`config.mk`:
```
export PLATFORM = sky130hd
export DESIGN_NAME = four_square_cipher_top
export DESIGN_NICKNAME = d
export VERILOG_FILES = /design/src/rtl/fsq_pkg.sv /design/src/rtl/four_square_cipher_top.sv /design/src/rtl/fsq_front.sv /design/src/rtl/fsq_queue.sv /design/src/rtl/fsq_back.sv
export SDC_FILE = /design/constraint.sdc
export NUM_CORES = 1
export LEC_CHECK = 0
export BUFFER_PORTS_ARGS = -buffer_cell sky130_fd_sc_hd__clkbuf_2
export CAP_MARGIN = 20
export CORE_MARGIN = 1.5
export CORE_UTILIZATION = 57
export CTS_CLUSTER_SIZE = 25
export DETAILED_ROUTE_END_ITERATION = 8
export GPL_TIMING_DRIVEN = 1
export PLACE_DENSITY_LB_ADDON = 0.25
export SETUP_SLACK_MARGIN = 0.4
export SLEW_MARGIN = 5
export SYNTH_ARGS = -nofsm -noshare
export SYNTH_HDL_FRONTEND = slang
export SYNTH_SLANG_ARGS = --single-unit
export TNS_END_PERCENT = 50
```
`constraint.sdc`:
```
create_clock -name clk -period 5.9 [get_ports clk]
set_input_delay 0 -clock clk [delete_from_list [all_inputs] [get_ports clk]]
set_output_delay 0 -clock clk [all_outputs]
set_load 0.01 [all_outputs]
```
`src/rtl/fsq_pkg.sv`:
```
`timescale 1ns / 1ps
// ----------------------------------------------------------------------------
// fsq_pkg
// Shared types, codes and letter/cell helpers for the four-square cipher.
// ----------------------------------------------------------------------------
package fsq_pkg;

  // letter and square geometry
  localparam int LETTERS = 26;
  localparam int CELLS_N = 25;
  localparam logic [4:0] CELLS       = 5'd25;
  localparam logic [4:0] LETTER_I    = 5'd8;
  localparam logic [4:0] LETTER_J    = 5'd9;
  localparam logic [4:0] LAST_LETTER = 5'd25;

  // command codes on the request port
  localparam logic [2:0] CMD_CLEAR   = 3'd0;
  localparam logic [2:0] CMD_KEY1    = 3'd1;
  localparam logic [2:0] CMD_KEY2    = 3'd2;
  localparam logic [2:0] CMD_FINAL   = 3'd3;
  localparam logic [2:0] CMD_ENCRYPT = 3'd4;
  localparam logic [2:0] CMD_DECRYPT = 3'd5;

  // classified operation codes between front and back
  localparam logic [2:0] OP_CLEAR = 3'd0;
  localparam logic [2:0] OP_KEY1  = 3'd1;
  localparam logic [2:0] OP_KEY2  = 3'd2;
  localparam logic [2:0] OP_FIN   = 3'd3;
  localparam logic [2:0] OP_ENC   = 3'd4;
  localparam logic [2:0] OP_DEC   = 3'd5;
  localparam logic [2:0] OP_NOP   = 3'd6;

  // status codes
  localparam logic [1:0] ST_OK     = 2'd0;
  localparam logic [1:0] ST_PHASE  = 2'd1;
  localparam logic [1:0] ST_ABSENT = 2'd2;

  // queue between front and back
  localparam int QDEPTH = 2;
  localparam int QPTR_W = $clog2(QDEPTH);

  typedef struct packed {
    logic [2:0] command;
    logic [4:0] first_letter;
    logic [4:0] second_letter;
  } in_item_t;

  typedef struct packed {
    logic [4:0] first_out;
    logic [4:0] second_out;
    logic [1:0] status;
  } out_item_t;

  typedef struct packed {
    logic [2:0] op;
    logic [4:0] letter_a;
    logic [4:0] letter_b;
    logic       range_bad;
  } task_t;

  // seen mask for one key letter, I and J mark each other
  function automatic logic [25:0] letter_mask(input logic [4:0] c);
    logic [25:0] m;
    m = 26'd1 << c;
    if (c == LETTER_I || c == LETTER_J) begin
      m[LETTER_I] = 1'b1;
      m[LETTER_J] = 1'b1;
    end
    return m;
  endfunction

  // plain square cell of a letter, J folds onto I
  function automatic logic [4:0] plain_cell(input logic [4:0] c);
    return (c >= LETTER_J) ? c - 5'd1 : c;
  endfunction

  // letter of a plain square cell
  function automatic logic [4:0] plain_letter(input logic [4:0] slot);
    return (slot >= LETTER_J) ? slot + 5'd1 : slot;
  endfunction

  function automatic logic [2:0] cell_row(input logic [4:0] p);
    logic [2:0] r;
    if (p >= 5'd20)      r = 3'd4;
    else if (p >= 5'd15) r = 3'd3;
    else if (p >= 5'd10) r = 3'd2;
    else if (p >= 5'd5)  r = 3'd1;
    else                 r = 3'd0;
    return r;
  endfunction

  function automatic logic [4:0] cell_index(input logic [2:0] r, input logic [2:0] c);
    return ({2'b00, r} << 2) + {2'b00, r} + {2'b00, c};
  endfunction

  function automatic logic [2:0] cell_col(input logic [4:0] p);
    logic [4:0] d;
    d = p - cell_index(cell_row(p), 3'd0);
    return d[2:0];
  endfunction

endpackage

```
`src/rtl/four_square_cipher_top.sv`:
```
`timescale 1ns / 1ps
// ----------------------------------------------------------------------------
// four_square_cipher_top
// Four-square cipher engine with key loading, finalize and pair lookup.
// ----------------------------------------------------------------------------
// Usage:
//   A command transaction is taken at a clock edge where start is high and
//   busy is low; request carries the command and up to two letters.
//   Every transaction yields exactly one result: done pulses for one cycle
//   with result valid in that cycle. The receiver cannot stall, so results
//   are never held back.
//   An accepted command passes through the holding stage and the queue to
//   the back-end sequencer. An encrypt or decrypt pair does a registered
//   read of the square or position tables, then the output compute, and
//   finalize walks the 26 letters one per cycle.
//   The back end works on one task at a time. A holding stage and a
//   two-entry queue let new commands be taken while the back end works;
//   busy rises only when both are full.
//   Reset clears the key state and the finalized flag; square contents are
//   undefined until keys are loaded and finalized.
// ----------------------------------------------------------------------------
module four_square_cipher_top (
  input  logic               clk,
  input  logic               rst,
  input  logic               start,
  input  fsq_pkg::in_item_t  request,
  output logic               busy,
  output logic               done,
  output fsq_pkg::out_item_t result
);
  import fsq_pkg::*;

  logic  push;
  task_t push_task;
  logic  q_full;
  logic  q_empty;
  logic  pop;
  task_t head;

  fsq_front u_front (
    .clk       (clk),
    .rst       (rst),
    .start     (start),
    .request   (request),
    .q_full    (q_full),
    .busy      (busy),
    .push      (push),
    .push_task (push_task)
  );

  fsq_queue u_queue (
    .clk       (clk),
    .rst       (rst),
    .push      (push),
    .push_task (push_task),
    .pop       (pop),
    .full      (q_full),
    .empty     (q_empty),
    .head      (head)
  );

  fsq_back u_back (
    .clk     (clk),
    .rst     (rst),
    .q_empty (q_empty),
    .head    (head),
    .pop     (pop),
    .done    (done),
    .result  (result)
  );

endmodule

```
`src/rtl/fsq_front.sv`:
```
`timescale 1ns / 1ps
// ----------------------------------------------------------------------------
// fsq_front
// Takes command transactions, decodes them and range-checks the letters,
// then hands the classified task to the queue.
// ----------------------------------------------------------------------------
module fsq_front (
  input  logic             clk,
  input  logic             rst,
  input  logic             start,
  input  fsq_pkg::in_item_t request,
  input  logic             q_full,
  output logic             busy,
  output logic             push,
  output fsq_pkg::task_t   push_task
);
  import fsq_pkg::*;

  logic  front_valid;
  task_t held;
  task_t classified;
  logic  accept;

  assign busy      = front_valid & q_full;
  assign push      = front_valid & ~q_full;
  assign accept    = start & ~busy;
  assign push_task = held;

  // command decode and letter range check
  always_comb begin
    classified.letter_a  = request.first_letter;
    classified.letter_b  = request.second_letter;
    classified.range_bad = 1'b0;
    unique case (request.command)
      CMD_CLEAR: classified.op = OP_CLEAR;
      CMD_KEY1: begin
        classified.op        = OP_KEY1;
        classified.range_bad = request.first_letter > LAST_LETTER;
      end
      CMD_KEY2: begin
        classified.op        = OP_KEY2;
        classified.range_bad = request.first_letter > LAST_LETTER;
      end
      CMD_FINAL: classified.op = OP_FIN;
      CMD_ENCRYPT: begin
        classified.op        = OP_ENC;
        classified.range_bad = (request.first_letter > LAST_LETTER) ||
                               (request.second_letter > LAST_LETTER);
      end
      CMD_DECRYPT: begin
        classified.op        = OP_DEC;
        classified.range_bad = (request.first_letter > LAST_LETTER) ||
                               (request.second_letter > LAST_LETTER);
      end
      default: classified.op = OP_NOP;
    endcase
  end

  // holding stage
  always_ff @(posedge clk) begin
    if (rst) begin
      front_valid <= 1'b0;
    end else if (accept) begin
      front_valid <= 1'b1;
    end else if (push) begin
      front_valid <= 1'b0;
    end
  end

  always_ff @(posedge clk) begin
    if (accept) begin
      held <= classified;
    end
  end

endmodule

```
`src/rtl/fsq_queue.sv`:
```
`timescale 1ns / 1ps
// ----------------------------------------------------------------------------
// fsq_queue
// Short first-in first-out queue of classified tasks between front and back.
// ----------------------------------------------------------------------------
module fsq_queue (
  input  logic           clk,
  input  logic           rst,
  input  logic           push,
  input  fsq_pkg::task_t push_task,
  input  logic           pop,
  output logic           full,
  output logic           empty,
  output fsq_pkg::task_t head
);
  import fsq_pkg::*;

  task_t              slots [QDEPTH];
  logic [QPTR_W-1:0]  wr_ptr;
  logic [QPTR_W-1:0]  rd_ptr;
  logic [QPTR_W:0]    count;
  logic               do_push;
  logic               do_pop;

  assign full    = count == QDEPTH[QPTR_W:0];
  assign empty   = count == '0;
  assign head    = slots[rd_ptr];
  assign do_push = push & ~full;
  assign do_pop  = pop & ~empty;

  // pointers and fill level
  always_ff @(posedge clk) begin
    if (rst) begin
      wr_ptr <= '0;
      rd_ptr <= '0;
      count  <= '0;
    end else begin
      if (do_push) begin
        wr_ptr <= (wr_ptr == QPTR_W'(QDEPTH - 1)) ? '0 : wr_ptr + 1'b1;
      end
      if (do_pop) begin
        rd_ptr <= (rd_ptr == QPTR_W'(QDEPTH - 1)) ? '0 : rd_ptr + 1'b1;
      end
      if (do_push && !do_pop) begin
        count <= count + 1'b1;
      end else if (do_pop && !do_push) begin
        count <= count - 1'b1;
      end
    end
  end

  // task storage
  always_ff @(posedge clk) begin
    if (do_push) begin
      slots[wr_ptr] <= push_task;
    end
  end

endmodule

```
`src/rtl/fsq_back.sv`:
```
`timescale 1ns / 1ps
// ----------------------------------------------------------------------------
// fsq_back
// Executes tasks: key placement, the finalize fill walk and pair lookups
// through the keyed squares and their position tables.
// ----------------------------------------------------------------------------
module fsq_back (
  input  logic               clk,
  input  logic               rst,
  input  logic               q_empty,
  input  fsq_pkg::task_t     head,
  output logic               pop,
  output logic               done,
  output fsq_pkg::out_item_t result
);
  import fsq_pkg::*;

  localparam logic [1:0] S_IDLE = 2'd0;
  localparam logic [1:0] S_FILL = 2'd1;
  localparam logic [1:0] S_LOOK = 2'd2;

  // square storage and letter-to-cell tables
  logic [4:0] sq1  [CELLS_N];
  logic [4:0] sq2  [CELLS_N];
  logic [4:0] pos1 [LETTERS];
  logic [4:0] pos2 [LETTERS];
  logic [4:0] rd_sq1, rd_sq2, rd_pos1, rd_pos2;

  logic [1:0]  state, state_next;
  logic [4:0]  fill_letter, fill_letter_next;
  logic [25:0] seen1, seen1_next, seen2, seen2_next;
  logic [4:0]  cnt1, cnt1_next, cnt2, cnt2_next;
  logic        jin1, jin1_next, jin2, jin2_next;
  logic        ready, ready_next;
  task_t       cur, cur_next;

  logic        emit;
  out_item_t   emit_item;
  logic        we1, we2;
  logic [4:0]  wd1, wd2;
  logic        issue;
  logic [4:0]  pa, pb, enc_addr1, enc_addr2;
  logic        abs1, abs2;

  // encrypt addresses from the plain cells of the head task
  assign pa        = plain_cell(head.letter_a);
  assign pb        = plain_cell(head.letter_b);
  assign enc_addr1 = cell_index(cell_row(pa), cell_col(pb));
  assign enc_addr2 = cell_index(cell_row(pb), cell_col(pa));

  // the one of I and J missing from each square has no table entry
  assign abs1 = (cur.letter_a == LETTER_J && !jin1) || (cur.letter_a == LETTER_I && jin1);
  assign abs2 = (cur.letter_b == LETTER_J && !jin2) || (cur.letter_b == LETTER_I && jin2);

  // sequencer
  always_comb begin
    state_next       = state;
    fill_letter_next = fill_letter;
    seen1_next       = seen1;
    seen2_next       = seen2;
    cnt1_next        = cnt1;
    cnt2_next        = cnt2;
    jin1_next        = jin1;
    jin2_next        = jin2;
    ready_next       = ready;
    cur_next         = cur;
    pop              = 1'b0;
    emit             = 1'b0;
    emit_item        = '0;
    we1              = 1'b0;
    we2              = 1'b0;
    wd1              = head.letter_a;
    wd2              = head.letter_a;
    issue            = 1'b0;
    unique case (state)
      S_IDLE: begin
        if (!q_empty) begin
          pop = 1'b1;
          unique case (head.op) inside
            OP_CLEAR: begin
              seen1_next = '0;
              seen2_next = '0;
              cnt1_next  = '0;
              cnt2_next  = '0;
              jin1_next  = 1'b0;
              jin2_next  = 1'b0;
              ready_next = 1'b0;
              emit       = 1'b1;
            end
            OP_KEY1: begin
              emit = 1'b1;
              if (ready) begin
                emit_item.status = ST_PHASE;
              end else if (head.range_bad) begin
                emit_item.status = ST_ABSENT;
              end else if (!seen1[head.letter_a]) begin
                seen1_next = seen1 | letter_mask(head.letter_a);
                jin1_next  = jin1 | (head.letter_a == LETTER_J);
                if (cnt1 < CELLS) begin
                  we1       = 1'b1;
                  cnt1_next = cnt1 + 5'd1;
                end
              end
            end
            OP_KEY2: begin
              emit = 1'b1;
              if (ready) begin
                emit_item.status = ST_PHASE;
              end else if (head.range_bad) begin
                emit_item.status = ST_ABSENT;
              end else if (!seen2[head.letter_a]) begin
                seen2_next = seen2 | letter_mask(head.letter_a);
                jin2_next  = jin2 | (head.letter_a == LETTER_J);
                if (cnt2 < CELLS) begin
                  we2       = 1'b1;
                  cnt2_next = cnt2 + 5'd1;
                end
              end
            end
            OP_FIN: begin
              if (ready) begin
                emit             = 1'b1;
                emit_item.status = ST_PHASE;
              end else begin
                if (!seen1[LETTER_I] && !seen1[LETTER_J]) begin
                  seen1_next[LETTER_J] = 1'b1;
                end
                if (!seen2[LETTER_I] && !seen2[LETTER_J]) begin
                  seen2_next[LETTER_J] = 1'b1;
                end
                fill_letter_next = '0;
                state_next       = S_FILL;
              end
            end
            OP_ENC, OP_DEC: begin
              if (!ready) begin
                emit             = 1'b1;
                emit_item.status = ST_PHASE;
              end else if (head.range_bad) begin
                emit             = 1'b1;
                emit_item.status = ST_ABSENT;
              end else begin
                cur_next   = head;
                issue      = 1'b1;
                state_next = S_LOOK;
              end
            end
            default: begin
              emit = 1'b1;
            end
          endcase
        end
      end
      S_FILL: begin
        // append each unseen letter in alphabet order
        wd1 = fill_letter;
        wd2 = fill_letter;
        if (!seen1[fill_letter] && cnt1 < CELLS) begin
          we1       = 1'b1;
          cnt1_next = cnt1 + 5'd1;
        end
        if (!seen2[fill_letter] && cnt2 < CELLS) begin
          we2       = 1'b1;
          cnt2_next = cnt2 + 5'd1;
        end
        if (fill_letter == LAST_LETTER) begin
          ready_next = 1'b1;
          emit       = 1'b1;
          state_next = S_IDLE;
        end else begin
          fill_letter_next = fill_letter + 5'd1;
        end
      end
      S_LOOK: begin
        emit       = 1'b1;
        state_next = S_IDLE;
        if (cur.op == OP_ENC) begin
          emit_item.first_out  = rd_sq1;
          emit_item.second_out = rd_sq2;
        end else if (abs1 || abs2) begin
          emit_item.status = ST_ABSENT;
        end else begin
          emit_item.first_out  =
            plain_letter(cell_index(cell_row(rd_pos1), cell_col(rd_pos2)));
          emit_item.second_out =
            plain_letter(cell_index(cell_row(rd_pos2), cell_col(rd_pos1)));
        end
      end
      default: begin
        state_next = S_IDLE;
      end
    endcase
  end

  // control state
  always_ff @(posedge clk) begin
    if (rst) begin
      state       <= S_IDLE;
      fill_letter <= '0;
      seen1       <= '0;
      seen2       <= '0;
      cnt1        <= '0;
      cnt2        <= '0;
      jin1        <= 1'b0;
      jin2        <= 1'b0;
      ready       <= 1'b0;
      done        <= 1'b0;
    end else begin
      state       <= state_next;
      fill_letter <= fill_letter_next;
      seen1       <= seen1_next;
      seen2       <= seen2_next;
      cnt1        <= cnt1_next;
      cnt2        <= cnt2_next;
      jin1        <= jin1_next;
      jin2        <= jin2_next;
      ready       <= ready_next;
      done        <= emit;
    end
  end

  // payload registers
  always_ff @(posedge clk) begin
    cur <= cur_next;
    if (emit) begin
      result <= emit_item;
    end
  end

  // square and position table writes, registered lookups
  always_ff @(posedge clk) begin
    if (we1) begin
      sq1[cnt1] <= wd1;
      pos1[wd1] <= cnt1;
    end
    if (we2) begin
      sq2[cnt2] <= wd2;
      pos2[wd2] <= cnt2;
    end
    if (issue) begin
      rd_sq1  <= sq1[enc_addr1];
      rd_sq2  <= sq2[enc_addr2];
      rd_pos1 <= pos1[head.letter_a];
      rd_pos2 <= pos2[head.letter_b];
    end
  end

endmodule

```
==> flow_summary.ini <==
[route]
first_iter_violations = 2042
wl_mm = 68.8
viasPerCell = 6.34
dr.pass1.iters = 5
drt_drc_violations_left = 0
vias = 18400
wire_per_inst_um = 23.8
final_antenna_net_count = 0

[clock_tree]
clk_pin_slew_ps = 60
cts_tree = yes
clk_latency_ps = 610
cts.sinks = 676
h-tree-depth = 3
cts_made_buffers = 68
clock_path_buffers = 3
cts-root-buf = clkbuf_16

[pwr]
p_per_area_nw_per_um2 = 600
pwr-share-comb = 0.493
vdd_drop_max_mv = 0.704
p_leak_nw = 11.3
p_clk_frac = 0.219
internal_power_mw = 12.8
switchingPower_mw = 7.11
p_seq_frac = 0.288
swShare = 0.358

[global_routing]
grt_max_degree = 68
grt_pass1_wl_mm = 107
grt_remaining_overflow = 0
grt_use_total = 0.264
antenna_found_initial = 0
grt_pass1_vias = 18000

[synthesis]
yosys.area_share.simple = 0.0986
async_flop_share = 0
synth_area_um2 = 29500
synth.avg_cell_area_um2 = 14.1
synth_edf_count = 597
synth_cell_types = 90
synthXorXnorAreaFrac = 0.00860
yosysWarnings = 0
yosys_most_used_dff = edfxtp_1
syn_nets = 2148
synth_top_family_by_area = multiplexers
synthAdderAreaFrac = 0.0221
synth_sequential_area_ratio = 0.661
postSynthCellCount = 2087
yosys-mux-area-fraction = 0.102
synth-seq-cells = 676
synth_compound_area_frac = 0.0841

[place]
placed_area_um2 = 30600
place_congestion = 0.900
hpwl_mm = 43.6
numPortBuffers = 29

[setup_path]
worst_setup_path_start_kind = flop
cpMaxStageDelayCell = nor3_1
path_max_fanout = 20
cp-end-kind = flop
cp.required_ps = 6240
max_stage_delay_ps = 830
critPathKind = reg2reg
crit_arrival_ps = 5610
crit_top_cell = ha_1
path_cells = buf_4 > mux2i_4 > buf_4 > ha_1 > nor4bb_1 > nor3_1 > nand3_1 > o21ai_2 > ha_1 > fa_1 > inv_1 > ha_1 > a21o_1 > a21o_1 > a31o_2 > o211ai_2 > buf_12 > mux2i_1 > o22a_1 > nand2_1

[final_layout]
drive_gt1_frac = 0.160
finish.utilization = 0.647
stdcell_area_um2 = 33200
area_growth_pct = 12.3
diodes = 0
nets = 2218

[timing]
finalHoldViolations = 0
fin_crit_ps = 5260
finalCritPeriodShare = 0.892
worstMarginPinSlew_ps = 1120
drv_slew = 0
setup_viol = 0
clock.fmax_mhz = 190
rsz0062_at_grt = yes
setup_tns_ps = 0
relSlewSlack = 0.248
clock_skew_ps = 19.4

[floorplanning]
rows = 83
dieArea_um2 = 53200
core-area_um2 = 51300
die_h_um = 231
die_w_um = 231
initial_utilization = 0.575
pin_count = 30

[worst_hold_path]
hp-class = in2reg

[flow_run]
drv_cap = 0

[run_status]
status = finished, final reports clean
[final cells by class]
class,count,area [µm²]
Sequential cell,676,19500
Fill cell,3620,18100
Multi-Input combinational cell,1240,9470
Clock buffer,87,1840
Timing Repair Buffer,113,871
Tap cell,680,851
Clock inverter,39,407
Inverter,58,218
[final timing paths]
path                         from                  end  slack [ps]  cells after the start
max reg2reg                  flop     u_back.rd_sq2[1]         640                     20
min                           rst                 flop         100                      2
min reg2reg  u_front.push_task[8]  u_queue.slots[1][8]         450                      0
max                          flop     u_back.rd_sq2[1]         640                     20
[layer usage]
| layer | share of wire | GRT usage |
|---|---|---|
| met2 | 0.48 | 0.422 |
| met3 | 0.083 | 0.0499 |
| met1 | 0.41 | 0.369 |
| met5 | 0 | 0 |
| met4 | 0.027 | 0.0899 |
[cell families after synthesis]
logic type	after synthesis
flops	676
simple gates	649
compound gates	326
mux	188
buf+inv	171
fa+ha+maj	48
xor+xnor	29
[critical path, delay by kind of cell, from the launching register on]
| family | cells | cell delay, ps |
|---|---|---|
| and+or+nand+nor | 4 | 1320 |
| buffers and inverters | 4 | 670 |
| AOI/OAI and AO/OA | 6 | 1070 |
| muxes | 2 | 440 |
| adders and majority gates | 4 | 1120 |
| DFF | 1 | 400 |
[cell usage after synthesis (all sizes together), types with 5 or more instances]
cell type	n	area, µm²
and2	13	83.8
o31ai	5	42.5
nor2b	11	68.8
a32o	46	460
o221ai	7	61.3
fa	8	160
inv	57	214
a22o	9	78.8
nor2	186	701
mux2i	93	1000
edfxtp	597	17900
dfxtp	79	1580
a31oi	12	75.1
clkbuf	69	259
a21o	11	82.6
nand2b	17	106
o21ai	36	180
a22oi	12	90.1
buf	44	234
xor2	10	87.6
nand3b	7	52.6
nor3b	7	52.6
nand3	83	415
nor4	7	50.1
o32ai	5	51.3
a311oi	38	333
o22ai	17	113
o22a	9	78.8
mux2	12	135
and3	21	131
nand2	259	972
a21oi	57	293
a221oi	6	58.8
nor3	14	80.1
o211ai	14	110
xnor2	19	166
a311o	5	50.1
mux4	83	1870
ha	37	463
nand4	5	31.3
[power by group through the flow]
stage	logic, mW	registers, mW	clock network, mW
2_1_floorplan	7.06	5.84	0
3_3_place_gp	9.24	5.84	0
3_5_place_dp	9.50	5.84	0
4_1_cts	9.58	5.73	4.40
5_1_grt	10.5	5.74	4.59
6_report	9.80	5.73	4.35
[per-stage QoR]
step                      hold slack, ps  std cells  power, mW  setup slack [ps]
after detailed placement             180       2744       15.3               131
after floorplan                     98.9       2087       12.9               410
after CTS                           36.2       2886       19.7               422
final                               99.8       2893       19.9               638
after global routing                 103       2893       20.8               374
after global placement               181       2743       15.1               259
[placed cells by master, fill, tap and decap left out, types with 13 or more instances in the layout]
| master | n |
|---|---|
| dfxtp_1 | 77 |
| a311oi_1 | 38 |
| edfxtp_1 | 597 |
| buf_4 | 63 |
| nor2_1 | 182 |
| a32o_1 | 46 |
| xnor2_1 | 18 |
| o21ai_0 | 33 |
| clkbuf_16 | 70 |
| inv_1 | 48 |
| ha_1 | 34 |
| clkbuf_2 | 29 |
| mux4_2 | 83 |
| clkbuf_1 | 15 |
| and3_1 | 21 |
| clkinv_1 | 17 |
| o211ai_1 | 13 |
| o22ai_1 | 15 |
| mux2i_1 | 81 |
| nand2b_1 | 17 |
| nand2_1 | 259 |
| nand3_1 | 83 |
| dlygate4sd3_1 | 14 |
| a21oi_1 | 49 |
[state kept, by name, indices dropped and copies added (netlist names), 2 cells and up, named ones only]
name / count
u_back.rd_pos2: 5
u_back.sq2: 125
u_back.pos2: 130
u_back.pos1: 130
u_back.rd_sq1: 5
u_back.sq1: 125
u_back.rd_sq2: 5
u_queue.count: 2
u_back.cnt2: 5
u_back.cnt1: 5
u_queue.slots: 28
u_back.rd_pos1: 5
u_front.push_task: 14
u_back.seen2: 26
u_back.fill_letter: 5
u_back.cur: 13
u_back.state: 2
u_back.result: 12
u_back.seen1: 26
[what timing repair did]
item | CTS | global route
gates resized for setup | 2 | 24
hold endpoints to repair | 15 | 0
hold buffers | 14 | 0
cloned | 0 | 0
pin swaps | 0 | 1
endpoints found under the setup margin | 10 | 10
buffers inserted | 2 | 4
Power figures use the tool's default switching activity.
